--- src/design/tcphpcv_pkg.sv ---
// ----------------------------------------------------------------------------
// TCP header parse and checksum verify package
// Shared types, constants and small arithmetic helpers for the parser.
// ----------------------------------------------------------------------------
package tcphpcv_pkg;

    // Number of leading segment bytes that are captured for the header fields.
    localparam int CAP_LEN   = 20;
    localparam int CAP_IDX_W = $clog2(CAP_LEN);

    // Position of the first checksum byte inside the segment.
    localparam int CKSUM_POS = 16;

    // Depth of the queue between the front and back parts.
    localparam int QUEUE_DEPTH = 2;
    localparam int QUEUE_PTR_W = $clog2(QUEUE_DEPTH);
    localparam int QUEUE_CNT_W = $clog2(QUEUE_DEPTH + 1);

    // Width of the raw pseudo header sum of four address halves and the protocol.
    localparam int PSUM_W = 19;

    // Well-known ports and their service codes.
    localparam logic [15:0] PORT_FTP    = 16'd21;
    localparam logic [15:0] PORT_TELNET = 16'd23;
    localparam logic [15:0] PORT_SMTP   = 16'd25;
    localparam logic [15:0] PORT_DNS    = 16'd53;
    localparam logic [15:0] PORT_HTTP   = 16'd80;
    localparam logic [15:0] PORT_POP3   = 16'd110;

    localparam logic [2:0] SVC_NONE   = 3'd0;
    localparam logic [2:0] SVC_FTP    = 3'd1;
    localparam logic [2:0] SVC_TELNET = 3'd2;
    localparam logic [2:0] SVC_SMTP   = 3'd3;
    localparam logic [2:0] SVC_DNS    = 3'd4;
    localparam logic [2:0] SVC_HTTP   = 3'd5;
    localparam logic [2:0] SVC_POP3   = 3'd6;

    // Input request types.
    localparam logic REQ_START = 1'b0;
    localparam logic REQ_DATA  = 1'b1;

    typedef enum logic [1:0] {
        CHECK_OK,
        CHECK_BAD,
        CHECK_LEN_ERR
    } check_status_t;

    // Classification made by the front part.
    typedef enum logic [1:0] {
        KIND_START,
        KIND_LEN_ERR,
        KIND_DATA
    } item_kind_t;

    typedef struct packed {
        item_kind_t          kind;
        logic [15:0]         seg_len;
        logic [PSUM_W-1:0]   psum;
        logic [7:0]          data;
    } queue_entry_t;

    // One ones' complement addition with end-around carry.
    function automatic logic [15:0] add_fold(input logic [15:0] a, input logic [15:0] b);
        logic [16:0] s;
        s = {1'b0, a} + {1'b0, b};
        return s[15:0] + {15'd0, s[16]};
    endfunction

    function automatic logic [2:0] service_code(input logic [15:0] port);
        logic [2:0] code;
        case (port)
            PORT_FTP:    code = SVC_FTP;
            PORT_TELNET: code = SVC_TELNET;
            PORT_SMTP:   code = SVC_SMTP;
            PORT_DNS:    code = SVC_DNS;
            PORT_HTTP:   code = SVC_HTTP;
            PORT_POP3:   code = SVC_POP3;
            default:     code = SVC_NONE;
        endcase
        return code;
    endfunction

endpackage

--- src/design/tcphpcv_front.sv ---
// ----------------------------------------------------------------------------
// TCP parser front part
// Accepts input transfers, classifies them and prepares the pseudo header
// length and partial sum for the back part.
// ----------------------------------------------------------------------------
module tcphpcv_front
(
    input  logic                       in_valid,
    output logic                       in_stall,
    input  logic                       req_type,
    input  logic [31:0]                src_ip,
    input  logic [31:0]                dst_ip,
    input  logic [7:0]                 ip_protocol,
    input  logic [15:0]                ip_total_len,
    input  logic [3:0]                 ip_header_words,
    input  logic [7:0]                 seg_byte,
    input  logic                       queue_full,
    output logic                       push,
    output tcphpcv_pkg::queue_entry_t  entry
);
    import tcphpcv_pkg::*;

    logic [5:0]  ip_hdr_bytes;
    logic        len_err;
    logic [15:0] seg_len;
    logic [PSUM_W-1:0] psum;

    assign ip_hdr_bytes = {ip_header_words, 2'b00};
    assign len_err      = ip_total_len < {10'd0, ip_hdr_bytes};
    assign seg_len      = ip_total_len - {10'd0, ip_hdr_bytes};

    // The segment length is added by the back part; this is the rest of the
    // pseudo header as a plain wide sum, folded later.
    assign psum = {3'd0, src_ip[31:16]} + {3'd0, src_ip[15:0]}
                + {3'd0, dst_ip[31:16]} + {3'd0, dst_ip[15:0]}
                + {11'd0, ip_protocol};

    assign in_stall = queue_full;
    assign push     = in_valid && !queue_full;

    always_comb
    begin
        entry.data = seg_byte;
        if (req_type == REQ_DATA)
        begin
            entry.kind    = KIND_DATA;
            entry.seg_len = 16'd0;
            entry.psum    = '0;
        end
        else if (len_err)
        begin
            entry.kind    = KIND_LEN_ERR;
            entry.seg_len = 16'd0;
            entry.psum    = '0;
        end
        else
        begin
            entry.kind    = KIND_START;
            entry.seg_len = seg_len;
            entry.psum    = psum;
        end
    end

endmodule

--- src/design/tcphpcv_queue.sv ---
// ----------------------------------------------------------------------------
// TCP parser item queue
// Short first-in first-out queue that decouples the front and back parts.
// ----------------------------------------------------------------------------
module tcphpcv_queue
(
    input  logic                       clk,
    input  logic                       rst_n,
    input  logic                       push,
    input  tcphpcv_pkg::queue_entry_t  push_entry,
    output logic                       full,
    input  logic                       pop,
    output logic                       head_valid,
    output tcphpcv_pkg::queue_entry_t  head
);
    import tcphpcv_pkg::*;

    queue_entry_t            entries_reg [QUEUE_DEPTH];
    logic [QUEUE_PTR_W-1:0]  wr_ptr_reg;
    logic [QUEUE_PTR_W-1:0]  wr_ptr_next;
    logic [QUEUE_PTR_W-1:0]  rd_ptr_reg;
    logic [QUEUE_PTR_W-1:0]  rd_ptr_next;
    logic [QUEUE_CNT_W-1:0]  count_reg;
    logic [QUEUE_CNT_W-1:0]  count_next;

    assign full       = count_reg == QUEUE_CNT_W'(QUEUE_DEPTH);
    assign head_valid = count_reg != '0;
    assign head       = entries_reg[rd_ptr_reg];

    always_comb
    begin
        wr_ptr_next = wr_ptr_reg;
        rd_ptr_next = rd_ptr_reg;
        count_next  = count_reg;
        if (push)
        begin
            wr_ptr_next = (wr_ptr_reg == QUEUE_PTR_W'(QUEUE_DEPTH - 1)) ? '0
                                                                       : wr_ptr_reg + 1'b1;
        end
        if (pop)
        begin
            rd_ptr_next = (rd_ptr_reg == QUEUE_PTR_W'(QUEUE_DEPTH - 1)) ? '0
                                                                       : rd_ptr_reg + 1'b1;
        end
        if (push && !pop)
        begin
            count_next = count_reg + QUEUE_CNT_W'(1);
        end
        else if (pop && !push)
        begin
            count_next = count_reg - QUEUE_CNT_W'(1);
        end
    end

    always_ff @(posedge clk or negedge rst_n)
    begin
        if (!rst_n)
        begin
            wr_ptr_reg <= '0;
            rd_ptr_reg <= '0;
            count_reg  <= '0;
        end
        else
        begin
            wr_ptr_reg <= wr_ptr_next;
            rd_ptr_reg <= rd_ptr_next;
            count_reg  <= count_next;
        end
    end

    always_ff @(posedge clk)
    begin
        if (push)
        begin
            entries_reg[wr_ptr_reg] <= push_entry;
        end
    end

`ifndef SYNTHESIS
    assert property (@(posedge clk) disable iff (!rst_n)
        count_reg <= QUEUE_CNT_W'(QUEUE_DEPTH))
        else $error("queue count exceeds its depth");

    assert property (@(posedge clk) disable iff (!rst_n)
        pop |-> head_valid)
        else $error("queue popped while empty");

    assert property (@(posedge clk) disable iff (!rst_n)
        (push && !pop) |=> (count_reg == $past(count_reg) + QUEUE_CNT_W'(1)))
        else $error("queue count did not follow a lone push");
`endif

endmodule

--- src/design/tcphpcv_back.sv ---
// ----------------------------------------------------------------------------
// TCP parser back part
// Runs the checksum, captures the header bytes and registers the results.
// ----------------------------------------------------------------------------
module tcphpcv_back
(
    input  logic                       clk,
    input  logic                       rst_n,
    input  logic                       head_valid,
    input  tcphpcv_pkg::queue_entry_t  head,
    output logic                       pop,
    output logic                       out_valid,
    input  logic                       out_stall,
    output logic [15:0]                source_port,
    output logic [15:0]                dest_port,
    output logic [2:0]                 src_service,
    output logic [2:0]                 dst_service,
    output logic [31:0]                seq_number,
    output logic [31:0]                ack_number,
    output logic [5:0]                 header_bytes,
    output logic [7:0]                 flag_bits,
    output logic [15:0]                window_size,
    output logic [15:0]                segment_length,
    output logic [15:0]                stored_checksum,
    output logic [1:0]                 check_status
);
    import tcphpcv_pkg::*;

    // Packet state.
    logic [15:0] pos_reg;
    logic [15:0] pos_next;
    logic [15:0] seg_len_reg;
    logic [15:0] seg_len_next;
    logic [15:0] sum_reg;
    logic [15:0] sum_next;
    logic [7:0]  hold_reg;
    logic [7:0]  hold_next;
    logic        in_packet_reg;
    logic        in_packet_next;
    logic [7:0]  cap_reg  [CAP_LEN];
    logic [7:0]  cap_next [CAP_LEN];

    // Result registers.
    logic          out_valid_reg;
    logic [15:0]   source_port_reg;
    logic [15:0]   dest_port_reg;
    logic [2:0]    src_service_reg;
    logic [2:0]    dst_service_reg;
    logic [31:0]   seq_number_reg;
    logic [31:0]   ack_number_reg;
    logic [5:0]    header_bytes_reg;
    logic [7:0]    flag_bits_reg;
    logic [15:0]   window_size_reg;
    logic [15:0]   segment_length_reg;
    logic [15:0]   stored_reg;
    check_status_t status_reg;

    logic          emit;
    logic [15:0]   fin_sum;
    logic [15:0]   stored_next;
    logic [15:0]   source_port_next;
    logic [15:0]   dest_port_next;
    check_status_t status_next;
    logic [PSUM_W-1:0] pseudo_raw;
    logic [16:0]   pseudo_fold;
    logic [7:0]    sum_byte;
    logic [15:0]   addend;

    assign pop = head_valid && (!out_valid_reg || !out_stall);

    // Pseudo header: add the segment length and fold the wide sum twice.
    assign pseudo_raw  = head.psum + {3'd0, head.seg_len};
    assign pseudo_fold = {1'b0, pseudo_raw[15:0]} + {14'd0, pseudo_raw[PSUM_W-1:16]};

    // Checksum bytes count as zero in the running sum.
    assign sum_byte = ((pos_reg == 16'(CKSUM_POS)) || (pos_reg == 16'(CKSUM_POS + 1)))
                    ? 8'd0 : head.data;
    // An odd position completes a word; an even one is padded for the
    // final value in case it is the last byte.
    assign addend = pos_reg[0] ? {hold_reg, sum_byte} : {sum_byte, 8'd0};

    always_comb
    begin
        pos_next       = pos_reg;
        seg_len_next   = seg_len_reg;
        sum_next       = sum_reg;
        hold_next      = hold_reg;
        in_packet_next = in_packet_reg;
        cap_next       = cap_reg;
        emit           = 1'b0;
        fin_sum        = sum_reg;
        if (pop)
        begin
            case (head.kind)
                KIND_LEN_ERR:
                begin
                    pos_next       = 16'd0;
                    seg_len_next   = 16'd0;
                    sum_next       = 16'd0;
                    hold_next      = 8'd0;
                    in_packet_next = 1'b0;
                    for (int i = 0; i < CAP_LEN; i++)
                    begin
                        cap_next[i] = 8'd0;
                    end
                    emit = 1'b1;
                end
                KIND_START:
                begin
                    pos_next       = 16'd0;
                    seg_len_next   = head.seg_len;
                    sum_next       = pseudo_fold[15:0] + {15'd0, pseudo_fold[16]};
                    hold_next      = 8'd0;
                    in_packet_next = head.seg_len != 16'd0;
                    for (int i = 0; i < CAP_LEN; i++)
                    begin
                        cap_next[i] = 8'd0;
                    end
                    fin_sum = sum_next;
                    emit    = head.seg_len == 16'd0;
                end
                KIND_DATA:
                begin
                    if (in_packet_reg)
                    begin
                        if (pos_reg < 16'(CAP_LEN))
                        begin
                            cap_next[pos_reg[CAP_IDX_W-1:0]] = head.data;
                        end
                        fin_sum   = add_fold(sum_reg, addend);
                        sum_next  = pos_reg[0] ? fin_sum : sum_reg;
                        hold_next = pos_reg[0] ? hold_reg : sum_byte;
                        pos_next  = pos_reg + 16'd1;
                        if (pos_next >= seg_len_reg)
                        begin
                            in_packet_next = 1'b0;
                            emit           = 1'b1;
                        end
                    end
                end
                default:
                begin
                    emit = 1'b0;
                end
            endcase
        end
    end

    assign stored_next      = {cap_next[CKSUM_POS], cap_next[CKSUM_POS + 1]};
    assign source_port_next = {cap_next[0], cap_next[1]};
    assign dest_port_next   = {cap_next[2], cap_next[3]};

    always_comb
    begin
        if (head.kind == KIND_LEN_ERR)
        begin
            status_next = CHECK_LEN_ERR;
        end
        else if (~fin_sum == stored_next)
        begin
            status_next = CHECK_OK;
        end
        else
        begin
            status_next = CHECK_BAD;
        end
    end

    always_ff @(posedge clk or negedge rst_n)
    begin
        if (!rst_n)
        begin
            pos_reg       <= 16'd0;
            seg_len_reg   <= 16'd0;
            sum_reg       <= 16'd0;
            hold_reg      <= 8'd0;
            in_packet_reg <= 1'b0;
            out_valid_reg <= 1'b0;
            for (int i = 0; i < CAP_LEN; i++)
            begin
                cap_reg[i] <= 8'd0;
            end
        end
        else
        begin
            pos_reg       <= pos_next;
            seg_len_reg   <= seg_len_next;
            sum_reg       <= sum_next;
            hold_reg      <= hold_next;
            in_packet_reg <= in_packet_next;
            cap_reg       <= cap_next;
            if (pop && emit)
            begin
                out_valid_reg <= 1'b1;
            end
            else if (!out_stall)
            begin
                out_valid_reg <= 1'b0;
            end
        end
    end

    always_ff @(posedge clk)
    begin
        if (pop && emit)
        begin
            source_port_reg    <= source_port_next;
            dest_port_reg      <= dest_port_next;
            src_service_reg    <= service_code(source_port_next);
            dst_service_reg    <= service_code(dest_port_next);
            seq_number_reg     <= {cap_next[4], cap_next[5], cap_next[6], cap_next[7]};
            ack_number_reg     <= {cap_next[8], cap_next[9], cap_next[10], cap_next[11]};
            header_bytes_reg   <= {cap_next[12][7:4], 2'b00};
            flag_bits_reg      <= cap_next[13];
            window_size_reg    <= {cap_next[14], cap_next[15]};
            segment_length_reg <= seg_len_next;
            stored_reg         <= stored_next;
            status_reg         <= status_next;
        end
    end

    assign out_valid       = out_valid_reg;
    assign source_port     = source_port_reg;
    assign dest_port       = dest_port_reg;
    assign src_service     = src_service_reg;
    assign dst_service     = dst_service_reg;
    assign seq_number      = seq_number_reg;
    assign ack_number      = ack_number_reg;
    assign header_bytes    = header_bytes_reg;
    assign flag_bits       = flag_bits_reg;
    assign window_size     = window_size_reg;
    assign segment_length  = segment_length_reg;
    assign stored_checksum = stored_reg;
    assign check_status    = status_reg;

`ifndef SYNTHESIS
    assert property (@(posedge clk) disable iff (!rst_n)
        $rose(out_valid_reg) |-> $past(pop))
        else $error("result appeared without a popped item");

    assert property (@(posedge clk) disable iff (!rst_n)
        in_packet_reg |-> (pos_reg < seg_len_reg))
        else $error("open packet has already reached its length");

    assert property (@(posedge clk) disable iff (!rst_n)
        (out_valid_reg && (status_reg == CHECK_LEN_ERR))
            |-> ((segment_length_reg == 16'd0) && (stored_reg == 16'd0)))
        else $error("length error result carries nonzero fields");
`endif

endmodule

--- src/design/tcp_header_parse_checksum_verify_core.sv ---
// ----------------------------------------------------------------------------
// TCP header parse and checksum verify core
// Parses a TCP segment byte by byte and verifies its checksum against the
// IP pseudo header.
// ----------------------------------------------------------------------------
// A packet starts with a start transfer (req_type 0) that carries the IP
// source and destination addresses, protocol, total length and header length,
// followed by one transfer per TCP segment byte (req_type 1) in wire order.
// The core takes one input transfer every clock cycle while the result side
// keeps up. The front part is combinational and writes each transfer into a
// two-entry queue at the edge that accepts it; the back part takes it from
// the queue when its result register is empty or being read; a single 16-bit
// ones' complement add with end-around carry per byte sets the rate. A result
// is registered when the back part takes the transfer that completes it: the
// last segment byte, a start whose segment length is zero, or a start whose
// total length is shorter than the IP header (length error, status 2, all other
// fields zero). The checksum bytes count as zero in the sum, an odd last byte
// is padded with a zero low byte, and header bytes that a short segment never
// delivers read as zero. Segment bytes with no packet open are dropped, and a
// new start abandons an open packet. The input stalls only when the queue is
// full, which happens when the output side stalls; a waiting result does not
// block the input until the queue fills.
// ----------------------------------------------------------------------------
module tcp_header_parse_checksum_verify_core
(
    input  logic        clk,
    input  logic        rst_n,
    input  logic        in_valid,
    output logic        in_stall,
    input  logic        req_type,
    input  logic [31:0] src_ip,
    input  logic [31:0] dst_ip,
    input  logic [7:0]  ip_protocol,
    input  logic [15:0] ip_total_len,
    input  logic [3:0]  ip_header_words,
    input  logic [7:0]  seg_byte,
    output logic        out_valid,
    input  logic        out_stall,
    output logic [15:0] source_port,
    output logic [15:0] dest_port,
    output logic [2:0]  src_service,
    output logic [2:0]  dst_service,
    output logic [31:0] seq_number,
    output logic [31:0] ack_number,
    output logic [5:0]  header_bytes,
    output logic [7:0]  flag_bits,
    output logic [15:0] window_size,
    output logic [15:0] segment_length,
    output logic [15:0] stored_checksum,
    output logic [1:0]  check_status
);
    import tcphpcv_pkg::*;

    // Front to queue.
    logic         push;
    queue_entry_t push_entry;
    logic         queue_full;

    // Queue to back.
    logic         pop;
    logic         head_valid;
    queue_entry_t head;

    // The front part classifies each transfer and precomputes the pseudo
    // header pieces, so the back part only folds and accumulates.
    tcphpcv_front u_front
    (
        .in_valid        (in_valid),
        .in_stall        (in_stall),
        .req_type        (req_type),
        .src_ip          (src_ip),
        .dst_ip          (dst_ip),
        .ip_protocol     (ip_protocol),
        .ip_total_len    (ip_total_len),
        .ip_header_words (ip_header_words),
        .seg_byte        (seg_byte),
        .queue_full      (queue_full),
        .push            (push),
        .entry           (push_entry)
    );

    // The queue lets the front keep taking transfers while the back part
    // waits on a stalled result.
    tcphpcv_queue u_queue
    (
        .clk        (clk),
        .rst_n      (rst_n),
        .push       (push),
        .push_entry (push_entry),
        .full       (queue_full),
        .pop        (pop),
        .head_valid (head_valid),
        .head       (head)
    );

    // The back part owns all packet state and the result register.
    tcphpcv_back u_back
    (
        .clk             (clk),
        .rst_n           (rst_n),
        .head_valid      (head_valid),
        .head            (head),
        .pop             (pop),
        .out_valid       (out_valid),
        .out_stall       (out_stall),
        .source_port     (source_port),
        .dest_port       (dest_port),
        .src_service     (src_service),
        .dst_service     (dst_service),
        .seq_number      (seq_number),
        .ack_number      (ack_number),
        .header_bytes    (header_bytes),
        .flag_bits       (flag_bits),
        .window_size     (window_size),
        .segment_length  (segment_length),
        .stored_checksum (stored_checksum),
        .check_status    (check_status)
    );

endmodule

--- config.mk ---
export PLATFORM = sky130hd
export DESIGN_NAME = tcp_header_parse_checksum_verify_core
export DESIGN_NICKNAME = d
export VERILOG_FILES = /design/src/design/tcphpcv_pkg.sv /design/src/design/tcphpcv_front.sv /design/src/design/tcphpcv_queue.sv /design/src/design/tcphpcv_back.sv /design/src/design/tcp_header_parse_checksum_verify_core.sv
export SDC_FILE = /design/constraint.sdc
export NUM_CORES = 1
export LEC_CHECK = 0
export ABC_AREA = 0
export BUFFER_PORTS_ARGS = -buffer_cell sky130_fd_sc_hd__buf_4
export CAP_MARGIN = 10
export CORE_ASPECT_RATIO = 0.8
export CORE_MARGIN = 2
export CORE_UTILIZATION = 63
export DETAILED_ROUTE_END_ITERATION = 16
export PLACE_DENSITY = 0.85
export SLEW_MARGIN = 20
export SYNTH_ARGS = -nofsm -noshare
export SYNTH_HDL_FRONTEND = slang
export SYNTH_SLANG_ARGS = --single-unit
--- constraint.sdc ---
create_clock -name clk -period 17.9 [get_ports clk]
set_input_delay 3.58 -clock clk [delete_from_list [all_inputs] [get_ports clk]]
set_output_delay 3.58 -clock clk [all_outputs]
set_load 0.005 [all_outputs]
==> summary.txt <==
Job
  • Max Cap Viol: 0

Timing
  • Final hold vios: 0
  • Worst Clk Skew: 0.0225 ns
  • RSZ-0062 raised after global routing: no
  • Post-layout min period: just under 9 ns
  • Sum Neg Setup Slack: 0 ns
  • Setup Viol. Count Final: 0
  • Fin. max-slew vios: 0
  • Worst-Margin Slew: 1.06 ns
  • Max Freq: approximately 0.11 GHz
  • Slew headroom: between 20% and 30%
  • Period utilization: about half

Status
  • Outcome: finished, final reports clean

Final layout
  • Nets@finish: roughly 2,600
  • ANT cells: 0
  • Max FFs per register: between 100 and 150
  • Most common cell after layout, fill and taps aside: buf_4
  • Commonest cells after routing, fill and taps aside: buf_4, nand2_1, edfxtp_1
  • Layout cells sized above 1: about 18%
  • Area added between synthesis and finish: 17.9%

Yosys
  • Yosys Warn Count: 0
  • Synth Register Bits: 456
  • Yosys cell types: a little over 90
  • Post-synth EDFFs: approximately 250
  • Synth area leaders: edfxtp_1, dfrtp_1, ha_1
  • Top_reg_cell synth: edfxtp_1
  • Mean area per synthesized cell: roughly 11 µm²
  • Asr flop ratio synth: between 40% and 50%
  • Cells after Synth: roughly 2,000
  • Synth top area share: 33.4%
  • Register area share after synthesis: a little under three fifths
  • Area leader, netlist: edfxtp_1
  • Cell area after synthesis: between 0.02 and 0.025 mm²

CTS
  • CTS Buffer Depth: 3
  • Hold buffers post-CTS: 0
  • Setup bufs post-CTS: 0
  • Worst-Skew Late Latency: 0.57 ns
  • Root buffer cell: clkbuf_16
  • TritonCTS Buffers: 42
  • CTS tree: yes
  • Resized cells post-CTS: 0
  • H-tree lvl count: 2
  • Clock transition at path regs: roughly 0.070 ns
  • Clock Sink Count: between 400 and 500

Global route
  • Initial antenna violation count: 0
  • Vias in the first global route: roughly 17,000
  • Total GRT Usage: between 30% and 40%
  • GRT met1 Usage: a little under half
  • First-pass GRT wire length: slightly above 90,000 µm
  • GRT met3 Usage: under 10%
  • Met2 usage in global routing: 49.7%
  • Grt ovf: 0
  • Global route hottest layer: met2
  • Largest net degree at the start of global routing: 124

Setup path
  • Slowest stage cell, crit path: buf_4
  • CP top delay family: compound AO/OA/AOI/OAI gates
  • CP arrival: between 9 and 10 ns
  • Crit path kind: reg -> reg
  • Critical path peak fanout: 49
  • Startpoint types: register
  • Buf+Inv Stages, Crit Path: 2
  • Worst r2r path cells: 28
  • Reg2reg start: u_queue.rd_ptr_reg
  • Largest stage delay, worst path: 0.67 ns
  • Top cell by count, worst path: a21oi_1
  • WP data required: 18.20 ns
  • Critical Path End Type: register
  • R2R Setup Slk: around 9.2 ns
  • Critical R2R Capture: u_back.check_status[0]

Die
  • Die ar.: 0.0378 mm²
  • Core area: around 0.036 mm²
  • Row cnt: 62
  • DIE WIDTH: ~220 µm
  • Io pins: 273
  • Die H: 174 µm
  • Initial Util: approximately 64%

Drt
  • Total number of vias: 17,500
  • Initial DRC count: about 1,800
  • # DRC: 0
  • Pre-antenna DRT Iters: 6
  • Via density: around 6
  • Overall routed net length: just under 60,000 µm
  • DRT antenna net count: 0
  • Wire length per cell: approximately 21 µm

Place
  • Post-DP HPWL: slightly above 40,000 µm
  • Routability congestion estimate: a little under 1
  • Port bufs: 270

Power
  • Power Total: about 5.2 mW
  • Pleak: ~12 nW
  • Max VDD drop: between 100 and 150 µV
  • P per Cell Area: 193 mW/mm²

Worst hold path
  • Hold Path Class: reg -> reg
  • WHS Endpoint: u_back.hold_reg[7]
  • Hold Crit Start: u_back.hold_reg[7]
  • Cells on Worst Hold Path: 2
-- layout make-up --
cell class,instances,area (µm²)
Clock buffer,62,1200
Clock inverter,16,254
Fill cell,2282,8880
Inverter,142,533
Multi-Input combinational cell,1396,9460
Sequential cell,456,12700
Tap cell,480,601
Timing Repair Buffer,292,2230
-- cells in the mapped netlist, types with 27 or more instances --
| master | instances |
|---|---|
| fa_1 | 29 |
| xor2_1 | 57 |
| a21oi_1 | 68 |
| o21ai_1 | 33 |
| nor3_1 | 34 |
| inv_1 | 142 |
| dfrtp_1 | 202 |
| edfxtp_1 | 254 |
| nand2_1 | 268 |
| clkbuf_1 | 47 |
| mux2i_1 | 30 |
| o21ai_0 | 190 |
| xnor2_1 | 75 |
| ha_1 | 107 |
| nand3_1 | 27 |
| nor2_1 | 131 |
-- stage by stage --
step                      worst slack [ns]  cells  hold slack [ns]  area [µm²]  util, %
after floorplan                       9.01   2052            0.436       22900        -
after global placement                9.18   2765            0.460       25500     71.1
after detailed placement              9.04   2765            0.475       25500     71.1
after CTS                             9.37   2843            0.491       26900     75.1
after global routing                  8.48   2844            0.516       27000     75.2
final                                 9.18   2844            0.489       27000     75.2
-- how the worst max path moves through the flow --
stage | cells past startpoint | startpoint | to | slack [ns]
3_3_place_gp | 22 | src_ip[0] | u_queue.entries_reg[0][25] | 9.18
5_1_grt | 31 | u_queue.rd_ptr_reg | u_back.check_status[0] | 8.48
2_1_floorplan | 6 | out_stall | u_back.ack_number[0] | 9.01
3_5_place_dp | 23 | src_ip[1] | u_queue.entries_reg[0][24] | 9.04
6_report | 28 | u_queue.rd_ptr_reg | u_back.check_status[0] | 9.18
4_1_cts | 33 | u_queue.rd_ptr_reg | u_back.check_status[0] | 9.37
-- metal layers --
layer	part of all wire [%]	vias up
li1	-	7890
met1	42	8604
met2	47	868
met3	9.0	128
met4	2.3	0
met5	0	-
-- worst min-delay path: stages, from the launching register on --
cell,delay (ns)
dfrtp_1,0.34
nand2_1,0.05
o21ai_0,0.06
-- report_power, final --
| group | switching, mW | total (mW) | internal [mW] |
|---|---|---|---|
| clock network | 0.395 | 0.938 | 0.542 |
| logic | 1.69 | 2.68 | 0.990 |
| registers | 0.116 | 1.59 | 1.47 |
| total | 2.20 | 5.20 | 3.00 |
-- cell families after synthesis --
| family | share of synthesized area, % |
|---|---|
| buffers and inverters | 3.35 |
| AO/OA/AOI/OAI | 13.2 |
| multiplexers | 2.40 |
| adder cells (fa/ha/maj) | 8.40 |
| other | 0.0164 |
| flip-flops | 55.5 |
| XOR/XNOR | 5.16 |
| AND/OR/NAND/NOR | 12.0 |
Note: power is estimated with default switching activity, not from simulation.
